### config.mk
export PLATFORM = sky130hd
export DESIGN_NAME = go_back_n_sender_window_core
export DESIGN_NICKNAME = d
export VERILOG_FILES = /design/src/gbn_pkg.sv /design/src/gbn_ctrl.sv /design/src/gbn_datapath.sv /design/src/go_back_n_sender_window_core.sv
export SDC_FILE = /design/constraint.sdc
export NUM_CORES = 1
export LEC_CHECK = 0
export BUFFER_PORTS_ARGS = -buffer_cell sky130_fd_sc_hd__buf_2
export CORE_MARGIN = 8
export CORE_UTILIZATION = 37
export CTS_CLUSTER_DIAMETER = 50
export CTS_CLUSTER_SIZE = 24
export DETAILED_ROUTE_END_ITERATION = 12
export PLACE_DENSITY = 0.53
export RECOVER_POWER = 50
export SYNTH_ARGS = -nofsm -noshare
export SYNTH_HDL_FRONTEND = slang
export SYNTH_SLANG_ARGS = --single-unit
### constraint.sdc
create_clock -name clk -period 12.2 [get_ports clk]
set_input_delay 0.61 -clock clk [delete_from_list [all_inputs] [get_ports clk]]
set_output_delay 0.61 -clock clk [all_outputs]
set_load 0.005 [all_outputs]
### src/gbn_pkg.sv
package gbn_pkg;

    localparam int SEQ_COUNT_DEF   = 20;
    localparam int SEND_WINDOW_DEF = 10;

    localparam int TOTAL_W   = 16;
    localparam int TIMEOUT_W = 8;
    localparam int ACK_W     = 8;
    localparam int OP_W      = 2;
    localparam int CFG_IDX_W = 1;
    localparam int CFG_W     = 16;

    localparam logic [OP_W-1:0] OP_SEND = 2'd0;
    localparam logic [OP_W-1:0] OP_ACK  = 2'd1;
    localparam logic [OP_W-1:0] OP_TICK = 2'd2;

    localparam logic [CFG_IDX_W-1:0] CFG_TOTAL   = 1'd0;
    localparam logic [CFG_IDX_W-1:0] CFG_TIMEOUT = 1'd1;

    localparam logic [TIMEOUT_W-1:0] TIMEOUT_RST = 8'd20;

    typedef struct packed {
        logic capture;
        logic commit;
    } gbn_cmd_t;

    function automatic int win_max(input int sc, input int sw);
        return (sw < sc) ? sw : sc;
    endfunction

    function automatic int out_bits(input int sc, input int sw);
        int raw;
        raw = $clog2(sc + 1) + TOTAL_W + 2 + $clog2(sc) + $clog2(win_max(sc, sw) + 1);
        return ((raw + 7) / 8) * 8;
    endfunction

endpackage

### src/gbn_ctrl.sv
module gbn_ctrl
    import gbn_pkg::*;
(
    input  logic     clk,
    input  logic     rst_n,
    input  logic     s_tvalid,
    output logic     s_tready,
    output logic     m_tvalid,
    input  logic     m_tready,
    output gbn_cmd_t cmd
);

    localparam logic ST_IDLE = 1'b0;
    localparam logic ST_EXEC = 1'b1;

    logic state_reg;
    logic state_next;
    logic m_tvalid_reg;
    logic m_tvalid_next;

    always_comb
    begin
        cmd.capture = 1'b0;
        cmd.commit  = 1'b0;
        state_next  = state_reg;
        s_tready    = 1'b0;
        case (state_reg)
            ST_IDLE:
            begin
                s_tready = 1'b1;
                if (s_tvalid)
                begin
                    cmd.capture = 1'b1;
                    state_next  = ST_EXEC;
                end
            end
            ST_EXEC:
            begin
                if (!m_tvalid_reg || m_tready)
                begin
                    cmd.commit = 1'b1;
                    state_next = ST_IDLE;
                end
            end
            default:
            begin
                state_next = ST_IDLE;
            end
        endcase
    end

    always_comb
    begin
        if (cmd.commit)
        begin
            m_tvalid_next = 1'b1;
        end
        else if (m_tready)
        begin
            m_tvalid_next = 1'b0;
        end
        else
        begin
            m_tvalid_next = m_tvalid_reg;
        end
    end

    always_ff @(posedge clk or negedge rst_n)
    begin
        if (!rst_n)
        begin
            state_reg    <= ST_IDLE;
            m_tvalid_reg <= 1'b0;
        end
        else
        begin
            state_reg    <= state_next;
            m_tvalid_reg <= m_tvalid_next;
        end
    end

    assign m_tvalid = m_tvalid_reg;

endmodule

### src/gbn_datapath.sv
module gbn_datapath
    import gbn_pkg::*;
#(
    parameter int SEQ_COUNT   = SEQ_COUNT_DEF,
    parameter int SEND_WINDOW = SEND_WINDOW_DEF,
    parameter int TDATA_W     = out_bits(SEQ_COUNT, SEND_WINDOW)
)
(
    input  logic                 clk,
    input  logic                 rst_n,
    input  gbn_cmd_t             cmd,
    input  logic [ACK_W-1:0]     s_tdata,
    input  logic [OP_W-1:0]      s_tuser,
    input  logic                 s_tlast,
    input  logic                 cfg_we,
    input  logic [CFG_IDX_W-1:0] cfg_index,
    input  logic [CFG_W-1:0]     cfg_data,
    output logic [TDATA_W-1:0]   m_tdata,
    output logic                 m_tuser,
    output logic                 m_tlast
);

    localparam int BASE_W = $clog2(SEQ_COUNT);
    localparam int SEQ_W  = $clog2(SEQ_COUNT + 1);
    localparam int WMAX   = win_max(SEQ_COUNT, SEND_WINDOW);
    localparam int OUT_W  = $clog2(WMAX + 1);
    localparam int CMP_W  = 10;
    localparam int RAW_W  = SEQ_W + TOTAL_W + 2 + BASE_W + OUT_W;

    localparam logic [OUT_W-1:0]  WMAX_V     = OUT_W'(WMAX);
    localparam logic [BASE_W-1:0] LAST_SLOT  = BASE_W'(SEQ_COUNT - 1);
    localparam logic [BASE_W-1:0] SEQ_V      = BASE_W'(SEQ_COUNT % (1 << BASE_W));
    localparam logic [CMP_W-1:0]  SEQ_CMP    = CMP_W'(SEQ_COUNT);

    logic [OP_W-1:0]      op_reg;
    logic [ACK_W-1:0]     ackn_reg;
    logic                 fin_reg;

    logic [TOTAL_W-1:0]   total_reg;
    logic [TIMEOUT_W-1:0] timeout_reg;

    logic [BASE_W-1:0]    base_reg,  base_next;
    logic [BASE_W-1:0]    nslot_reg, nslot_next;
    logic [OUT_W-1:0]     outst_reg, outst_next;
    logic [TOTAL_W-1:0]   sent_reg,  sent_next;
    logic [TIMEOUT_W-1:0] idle_reg,  idle_next;
    logic                 done_reg,  done_next;

    logic [SEQ_W-1:0]     seq_next;
    logic [TOTAL_W-1:0]   idx_next;
    logic                 grant;
    logic                 last_next;
    logic                 back_next;

    logic [RAW_W-1:0]     data_raw;
    logic [TDATA_W-1:0]   tdata_reg;
    logic                 tuser_reg;
    logic                 tlast_reg;

    logic [BASE_W-1:0]    ack_slot;
    logic [BASE_W-1:0]    ack_dist;
    logic                 ack_ok;
    logic [TIMEOUT_W:0]   tick_inc;

    always_comb
    begin
        ack_slot = BASE_W'(ackn_reg - ACK_W'(1));
        if (ack_slot >= base_reg)
        begin
            ack_dist = ack_slot - base_reg;
        end
        else
        begin
            ack_dist = ack_slot + SEQ_V - base_reg;
        end
        ack_ok = (ackn_reg != '0) && (CMP_W'(ackn_reg) <= SEQ_CMP)
                 && (CMP_W'(ack_dist) < CMP_W'(outst_reg));
        tick_inc = {1'b0, idle_reg} + 1'b1;
    end

    always_comb
    begin
        base_next  = base_reg;
        nslot_next = nslot_reg;
        outst_next = outst_reg;
        sent_next  = sent_reg;
        idle_next  = idle_reg;
        done_next  = done_reg;
        grant      = 1'b0;
        seq_next   = '0;
        idx_next   = '0;
        last_next  = 1'b0;
        back_next  = 1'b0;
        if (!done_reg)
        begin
            case (op_reg)
                OP_SEND:
                begin
                    if ((outst_reg < WMAX_V) && (sent_reg < total_reg))
                    begin
                        grant      = 1'b1;
                        seq_next   = SEQ_W'(nslot_reg) + SEQ_W'(1);
                        idx_next   = sent_reg;
                        last_next  = ({1'b0, sent_reg} + 1'b1) == {1'b0, total_reg};
                        nslot_next = (nslot_reg == LAST_SLOT) ? '0 : nslot_reg + 1'b1;
                        sent_next  = sent_reg + 1'b1;
                        outst_next = outst_reg + 1'b1;
                    end
                end
                OP_ACK:
                begin
                    if (fin_reg)
                    begin
                        done_next = 1'b1;
                    end
                    else
                    begin
                        if (ack_ok)
                        begin
                            outst_next = outst_reg - OUT_W'(ack_dist) - 1'b1;
                            base_next  = (ack_slot == LAST_SLOT) ? '0 : ack_slot + 1'b1;
                        end
                        idle_next = '0;
                    end
                end
                OP_TICK:
                begin
                    if (tick_inc > {1'b0, timeout_reg})
                    begin
                        sent_next  = (sent_reg >= TOTAL_W'(outst_reg)) ?
                                     sent_reg - TOTAL_W'(outst_reg) : '0;
                        nslot_next = base_reg;
                        outst_next = '0;
                        idle_next  = '0;
                        back_next  = 1'b1;
                    end
                    else
                    begin
                        idle_next = tick_inc[TIMEOUT_W-1:0];
                    end
                end
                default:
                begin
                end
            endcase
        end
    end

    // fields from bit 0 up: seq, index, went_back, done, base, outstanding
    assign data_raw = {outst_next, base_next, done_next, back_next, idx_next, seq_next};

    always_ff @(posedge clk or negedge rst_n)
    begin
        if (!rst_n)
        begin
            total_reg   <= '0;
            timeout_reg <= TIMEOUT_RST;
            base_reg    <= '0;
            nslot_reg   <= '0;
            outst_reg   <= '0;
            sent_reg    <= '0;
            idle_reg    <= '0;
            done_reg    <= 1'b0;
        end
        else
        begin
            if (cfg_we)
            begin
                case (cfg_index)
                    CFG_TOTAL:   total_reg   <= cfg_data;
                    CFG_TIMEOUT: timeout_reg <= cfg_data[TIMEOUT_W-1:0];
                    default:     ;
                endcase
            end
            if (cmd.commit)
            begin
                base_reg  <= base_next;
                nslot_reg <= nslot_next;
                outst_reg <= outst_next;
                sent_reg  <= sent_next;
                idle_reg  <= idle_next;
                done_reg  <= done_next;
            end
        end
    end

    always_ff @(posedge clk)
    begin
        if (cmd.capture)
        begin
            op_reg   <= s_tuser;
            ackn_reg <= s_tdata;
            fin_reg  <= s_tlast;
        end
        if (cmd.commit)
        begin
            tdata_reg <= TDATA_W'(data_raw);
            tuser_reg <= grant;
            tlast_reg <= last_next;
        end
    end

    assign m_tdata = tdata_reg;
    assign m_tuser = tuser_reg;
    assign m_tlast = tlast_reg;

endmodule

### src/go_back_n_sender_window_core.sv
// channel   dir  handshake           payload
// s_*       in   s_tvalid/s_tready   tuser operation, tdata ack_number, tlast ack_final
// m_*       out  m_tvalid/m_tready   tuser send_now, tdata status, tlast last_packet
// cfg_*     in   cfg_we              cfg_index, cfg_data
//
// one transfer in is first captured, then its window update is written into the output register
// a new transfer is taken while the previous result still waits on m_tready
// the update waits while the output register is full and not being taken
// rst_n clears the window, counters and done flag at once, no clearing pass
module go_back_n_sender_window_core
    import gbn_pkg::*;
#(
    parameter int SEQ_COUNT   = SEQ_COUNT_DEF,
    parameter int SEND_WINDOW = SEND_WINDOW_DEF
)
(
    input  logic                 clk,
    input  logic                 rst_n,
    input  logic                 s_tvalid,
    output logic                 s_tready,
    input  logic [ACK_W-1:0]     s_tdata,   // ack_number
    input  logic [OP_W-1:0]      s_tuser,   // operation
    input  logic                 s_tlast,
    output logic                 m_tvalid,
    input  logic                 m_tready,
    // send_seq_number, packet_index, went_back, transfer_done, window_base, outstanding
    output logic [out_bits(SEQ_COUNT, SEND_WINDOW)-1:0] m_tdata,
    output logic                 m_tuser,   // send_now
    output logic                 m_tlast,
    input  logic                 cfg_we,
    input  logic [CFG_IDX_W-1:0] cfg_index,
    input  logic [CFG_W-1:0]     cfg_data
);

    localparam int TDATA_W  = out_bits(SEQ_COUNT, SEND_WINDOW);
    localparam int SEQ_W    = $clog2(SEQ_COUNT + 1);
    localparam int BASE_W   = $clog2(SEQ_COUNT);
    localparam int WMAX     = win_max(SEQ_COUNT, SEND_WINDOW);
    localparam int OUT_W    = $clog2(WMAX + 1);
    localparam int BACK_BIT = SEQ_W + TOTAL_W;
    localparam int DONE_BIT = BACK_BIT + 1;
    localparam int OUTST_LO = DONE_BIT + 1 + BASE_W;

    gbn_cmd_t cmd;

    gbn_ctrl u_ctrl (
        .clk      (clk),
        .rst_n    (rst_n),
        .s_tvalid (s_tvalid),
        .s_tready (s_tready),
        .m_tvalid (m_tvalid),
        .m_tready (m_tready),
        .cmd      (cmd)
    );

    gbn_datapath #(
        .SEQ_COUNT   (SEQ_COUNT),
        .SEND_WINDOW (SEND_WINDOW),
        .TDATA_W     (TDATA_W)
    ) u_datapath (
        .clk       (clk),
        .rst_n     (rst_n),
        .cmd       (cmd),
        .s_tdata   (s_tdata),
        .s_tuser   (s_tuser),
        .s_tlast   (s_tlast),
        .cfg_we    (cfg_we),
        .cfg_index (cfg_index),
        .cfg_data  (cfg_data),
        .m_tdata   (m_tdata),
        .m_tuser   (m_tuser),
        .m_tlast   (m_tlast)
    );

    a_grant_not_done: assert property (@(posedge clk) disable iff (!rst_n)
        m_tvalid && m_tuser |-> !m_tdata[DONE_BIT])
        else $error("grant reported after transfer done");

    a_back_empties: assert property (@(posedge clk) disable iff (!rst_n)
        m_tvalid && m_tdata[BACK_BIT] |-> (m_tdata[OUTST_LO +: OUT_W] == '0) && !m_tuser)
        else $error("rewind left packets outstanding");

    a_window_bound: assert property (@(posedge clk) disable iff (!rst_n)
        m_tvalid |-> m_tdata[OUTST_LO +: OUT_W] <= OUT_W'(WMAX))
        else $error("outstanding count exceeds send window");

    a_one_at_a_time: assert property (@(posedge clk) disable iff (!rst_n)
        s_tvalid && s_tready |=> !s_tready && cmd.commit == $past(1'b0) ||
        !s_tready)
        else $error("second transfer taken during update");

endmodule
; ---- Word level (Yosys, flattened, before mapping)
; Cells that the tools add are included.
[word_totals]
reg_bits = 110
input_bits = 33
output_inout_bits = 36
wordCells = 106
[classes]
addsub = 13
order_cmp = 7
eq_ne = 8
muxes = 37
n_bitwise = 6
n_reduce_logical = 17
[op_table]
columns = operator, n
row1 = 16-bit 2-to-1 mux, 3
row2 = 5-bit 2-to-1 mux, 9
row3 = 16-bit case mux with 2 select lines, 1
row4 = 4-bit 2-to-1 mux, 5
row5 = "16-bit by 1-bit adder with 17-bit output, second input constant", 1
row6 = 17-bit by 16-bit == test with 1-bit output, 1
row7 = "16-bit by 1-bit adder with 16-bit output, second input constant", 1
row8 = 16-bit by 4-bit >= comparator with 1-bit output, 1
row9 = 16-bit < comparator, 1
row10 = 8-bit 2-to-1 mux, 2
row11 = 8-bit case mux with 2 select lines, 1
row12 = 16-bit by 4-bit subtractor with 16-bit output, 1
row13 = 1-bit 2-to-1 mux, 13
row14 = 4-bit case mux with 3 select lines, 1
row15 = "5-bit by 1-bit adder with 5-bit output, second input constant", 2
row16 = "5-bit == test, second input constant", 2
row17 = 5-bit case mux with 2 select lines, 1
row18 = 5-bit subtractor, 2
row19 = "8-bit by 1-bit adder with 9-bit output, second input constant", 1
row20 = 9-bit by 8-bit > comparator with 1-bit output, 1
row21 = "8-bit by 5-bit less-or-equal comparator with 1-bit output, second input constant", 1
row22 = 8-bit nonzero test, 1
row23 = 1-bit inverter, 6
row24 = 2-bit nonzero test, 3
row25 = other kinds (22), 27

; ---- Logic depth before layout (Yosys ltp)
[depth]
word_depth = 10
mapped_depth = 17
ltp_nobuf = 17

; ---- Cells and area by module
; A second synthesis with hierarchy kept.
[unflattened]
hier_cells = 702
hier_area_um2 = 6916.6
[by_module_without_submodules]
columns = mod, instances, cells_per_inst, area_per_inst_um2, seq_area_each_um2
row1 = gbn_datapath, 1, 693, 6815.3, 2930.3
row2 = gbn_ctrl, 1, 9, 101.3, 50.0

; ---- Least setup slack after synthesis
; No wires, ideal clock.
[synth_path]
path_type = reg2reg
from = register u_datapath.ackn_reg[0]
to = register u_datapath.tdata_reg[23] (netlist: u_datapath.m_tdata[23]) (data pin)
setup_time_ns = 0.260
arrival_ns = 3.947
required_ns = 11.940
setup_slack_ns = 7.993
path_stages_with_launch = 17
n_path_buf = 0
synth_period_minus_slack_ns = 4.207
cell_sequence = edfxtp_1 -> inv_1 -> ha_1 -> nor2b_1 -> nor2b_1 -> xnor2_1 -> fa_1 -> a21oi_1 -> nand2_1 -> mux2i_1 -> ha_1 -> o21ai_0 -> a21oi_1 -> a2111oi_4 -> nand4_2 -> nor3_2 -> mux2_2
[synth_between]
elab_chain_cells = 10
word_cells_on_any_way = 18
[synth_lines]
columns = element, line_no
row1 = "start, declared", gbn_datapath.sv:36  ; logic [ACK_W-1:0] ackn_reg;
row2 = "start signal, assigned", gbn_datapath.sv:192  ; ackn_reg <= s_tdata;
row3 = 5-bit by 1-bit subtractor with 5-bit output, gbn_datapath.sv:67  ; ack_slot = BASE_W'(ackn_reg - ACK_W'(1));
row4 = 5-bit adder, gbn_datapath.sv:74  ; ack_dist = ack_slot + SEQ_V - base_reg;
row5 = 5-bit subtractor, gbn_datapath.sv:74
row6 = 5-bit 2-to-1 mux, gbn_datapath.sv:68  ; if (ack_slot >= base_reg)
row7 = 5-bit by 4-bit < comparator with 1-bit output, gbn_datapath.sv:77  ; && (CMP_W'(ack_dist) < CMP_W'(outst_reg));
row8 = 1-bit logical AND, gbn_datapath.sv:77
row9 = 5-bit 2-to-1 mux *, gbn_datapath.sv:118  ; if (ack_ok)
row10 = 5-bit 2-to-1 mux *, gbn_datapath.sv:112  ; if (fin_reg)
row11 = 5-bit 2-to-1 mux *, gbn_datapath.sv:96  ; case (op_reg)
row12 = 5-bit 2-to-1 mux *, gbn_datapath.sv:94  ; if (!done_reg)
row13 = net u_datapath.base_next[0], gbn_datapath.sv:42  ; logic [BASE_W-1:0] base_reg, base_next;
row14 = "end signal, assigned", gbn_datapath.sv:197  ; tdata_reg <= TDATA_W'(data_raw);
row15 = "end, declared", gbn_datapath.sv:56  ; logic [TDATA_W-1:0] tdata_reg;
; The timed path passes the listed nets; every way through them passes the cells marked *.
; A chain may end at the register's enable or synchronous reset.

; ---- Worst setup path after layout
[layout_path]
from = register u_datapath.ackn_reg[0]
to = register u_datapath.tdata_reg[27] (netlist: u_datapath.m_tdata[27]) (data pin)
; The elaborated chain is that of the path after synthesis.

==> impl_metrics.tcl <==
set metrics [dict create \
    finalCritPeriodShare_pct 39.4 \
    place.gp.congestion 0.832 \
    power_switching_uw 652 \
    drt-pass1-iter-count 5 \
    ys.warnings.count 0 \
    die-width_um 157 \
    row_count 51 \
    setup_viol 0 \
    htreeDepth 3 \
    cts_resized 0 \
    postCtsHoldBufs 0 \
    seqPwrFrac_pct 38.0 \
    final_cells 1080 \
    synth.avg_cell_area_um2 9.66 \
    route.antenna.remaining_nets 0 \
    drive_gt1_share_pct 13.3 \
    dieArea_um2 24700 \
    vias 5995 \
    area_growth_pct 10.6 \
    synth_cell_types 74 \
    comb_power_share_pct 44.0 \
    maxCapViolations 3 \
    endpoint_kind "flip-flop" \
    p_sw_share_pct 41.6 \
    track_usage_pct 16.4 \
    power_density_nw_per_um2 192 \
    peakVddDrop_v 0.000111 \
    finalNetCount 902 \
    maxSlewHeadroom_pct -151 \
    clk_latency_ns 0.37 \
    antenna_found_initial 0 \
    cts_tree "yes" \
    avgViaCountPerCell 5.55 \
    synth_top_area_cell "dfrtp_1" \
    post_cts_buffers 0 \
    ios 69 \
    synth_cells 764 \
    ys.flop_type "dfrtp_1" \
    internal-power_uw 915 \
    tns_ns 0 \
    cts_inserted_buffers 9 \
    wl_per_cell_um 18.4 \
    path_class "flip-flop to flip-flop" \
    clock-sinks 110 \
    grt_pass1_vias 6115 \
    cts.clk_slew.worst_paths_ns 0.08 \
    drtIter0Drc 359 \
    dp_cells 1064 \
    holdWs_ns 0.415 \
    grt_overflow_total 0 \
    design.core.area_um2 19500 \
    largest_reg_flops 32 \
    fp.dieH_um 157 \
    fmax_mhz 208 \
    dp_hpwl_um 14600 \
    clock_skew_ns 0.00999 \
    synth_edf_count 45 \
    finalMaxSlewViolations 138 \
    cts_root_buf "clkbuf_16" \
    startpoint_type "flip-flop" \
    rsz0062_at_grt "no" \
    wl_um 19800 \
    p_leak_uw 0.00339 \
    synth_nets 856 \
    synth.area.top_cells "dfrtp_1, edfxtp_1, ha_1" \
    crit_required_ns 12.32 \
    drc 0 \
    start_util_pct 37.8 \
    clk_path_buf_depth 2 \
    power.share.clock_pct 18.0 \
    tightest_slew_ns 3.76 \
    netlist_area_um2 7380 \
    crit_fanout 6 \
    min_period_ns 4.81 \
    grt_pass1_wl_um 31900 \
    ys_ff_latch 110 \
    final-hold-violation-count 0 \
    hold_class "input port to flip-flop" \
    netlist.area_leader.share_pct 21.4 \
    synthArstFlopShare_pct 59.1 \
    outcome "finished with violations" \
    io_buffer_count 68 \
    n_antenna_cell 0 \
    violations "max-capacitance violations, max-slew violations" \
    arrival_ns 4.92 \
    synth-seq-area-share_pct 40.4 \
    grt_max_degree 66 \
]
==> synthesized netlist by cell type, drive strengths merged, types with 18 or more instances <==
| cell type | instances |
|---|---|
| o21ai | 44 |
| nor2 | 46 |
| ha | 53 |
| nor3 | 24 |
| inv | 65 |
| a21oi | 28 |
| clkbuf | 27 |
| xnor2 | 18 |
| nand2 | 63 |
| nand3 | 29 |
| dfrtp | 63 |
| mux2 | 24 |
| edfxtp | 45 |
==> layout make-up <==
class | instances | area [µm²]
fill | 1979 | 11400
multi-input combinational | 551 | 4000
clock inverter | 6 | 37.5
inverter | 65 | 244
clock buffer | 10 | 229
tap | 265 | 332
timing repair buffer | 73 | 344
sequential | 110 | 2980
==> kinds of logic (layout without fill, tap and decap cells) <==
family | after synthesis | count (layout) | synth area share (%)
xor+xnor | 36 | 36 | 5.04
buf+inv | 103 | 154 | 5.48
simple gates | 245 | 245 | 17.2
compound gates | 184 | 184 | 17.3
fa+ha+maj | 59 | 59 | 10.6
mux | 27 | 27 | 4.07
flops | 110 | 110 | 40.4
==> metal layers <==
layer	routed length (µm)	share of wire (%)	global-route usage (%)	vias up
li1	-	-	-	2884
met3	995	5.0	3.78	34
met4	445	2.2	6.26	0
met1	9040	46	20.4	2928
met2	9340	47	27.2	149
met5	0	0	0	-
==> critical path, stage by stage, from the launching register on <==
cell and delay, ns:
edfxtp_1 0.49, inv_1 0.12, ha_1 0.24, nor2b_1 0.26, nor2b_1 0.33, xnor2_1 0.16, fa_1 0.43, a21oi_1 0.18
nand2_1 0.13, mux2i_1 0.24, ha_1 0.31, o21ai_0 0.19, a21oi_1 0.10, a2111oi_4 0.38, nand4_2 0.23, nor3_2 0.37
mux2_2 0.40
==> worst paths after layout <==
path                                             endpoint                       from  slack (ns)  depth (start not counted)
max in group asynchronous        u_datapath.total_reg[11]                      rst_n        8.42                          2
worst min-delay path               u_datapath.ackn_reg[0]                 s_tdata[0]        0.42                          1
min in group asynchronous         u_datapath.sent_reg[13]                      rst_n        1.63                          2
worst max-delay path               u_datapath.m_tdata[27]     u_datapath.ackn_reg[0]        7.39                         16
worst min register to register  u_datapath.timeout_reg[3]  u_datapath.timeout_reg[3]        0.51                          1
worst max register to register     u_datapath.m_tdata[27]     u_datapath.ackn_reg[0]        7.39                         16
==> metrics by stage <==
step	setup WS (ns)	total power [µW]	utilization (%)	area [µm²]
after floorplan	7.99	1070	-	7380
after global placement	7.60	1270	40.6	7930
after detailed placement	7.45	1290	40.6	7930
after CTS	7.41	1580	42.0	8200
after global routing	6.94	1690	41.8	8160
final	7.39	1570	41.8	8160
==> cell usage in the layout, fill, tap and decap left out, types with 12 or more instances in the layout <==
cell type,instances
xnor2_1,18
a31oi_1,12
clkbuf_1,24
mux2_2,24
nand4_1,12
xor2_1,14
dfrtp_1,63
edfxtp_1,45
nand2_1,63
o21ai_0,44
a21oi_1,28
nor3_1,23
inv_1,65
and3_1,12
ha_1,53
nand3_1,28
nor2_1,46
buf_2,47
and2_1,13
o211ai_1,17
==> power groups by stage <==
| stage | sequential (µW) | clock [µW] | combinational [µW] |
|---|---|---|---|
| after floorplan | 560 | 0 | 510 |
| after global placement | 597 | 0 | 672 |
| after detailed placement | 599 | 0 | 692 |
| after CTS | 592 | 292 | 697 |
| after global routing | 610 | 304 | 772 |
| final | 595 | 283 | 689 |
Power figures use the tool's default switching activity.
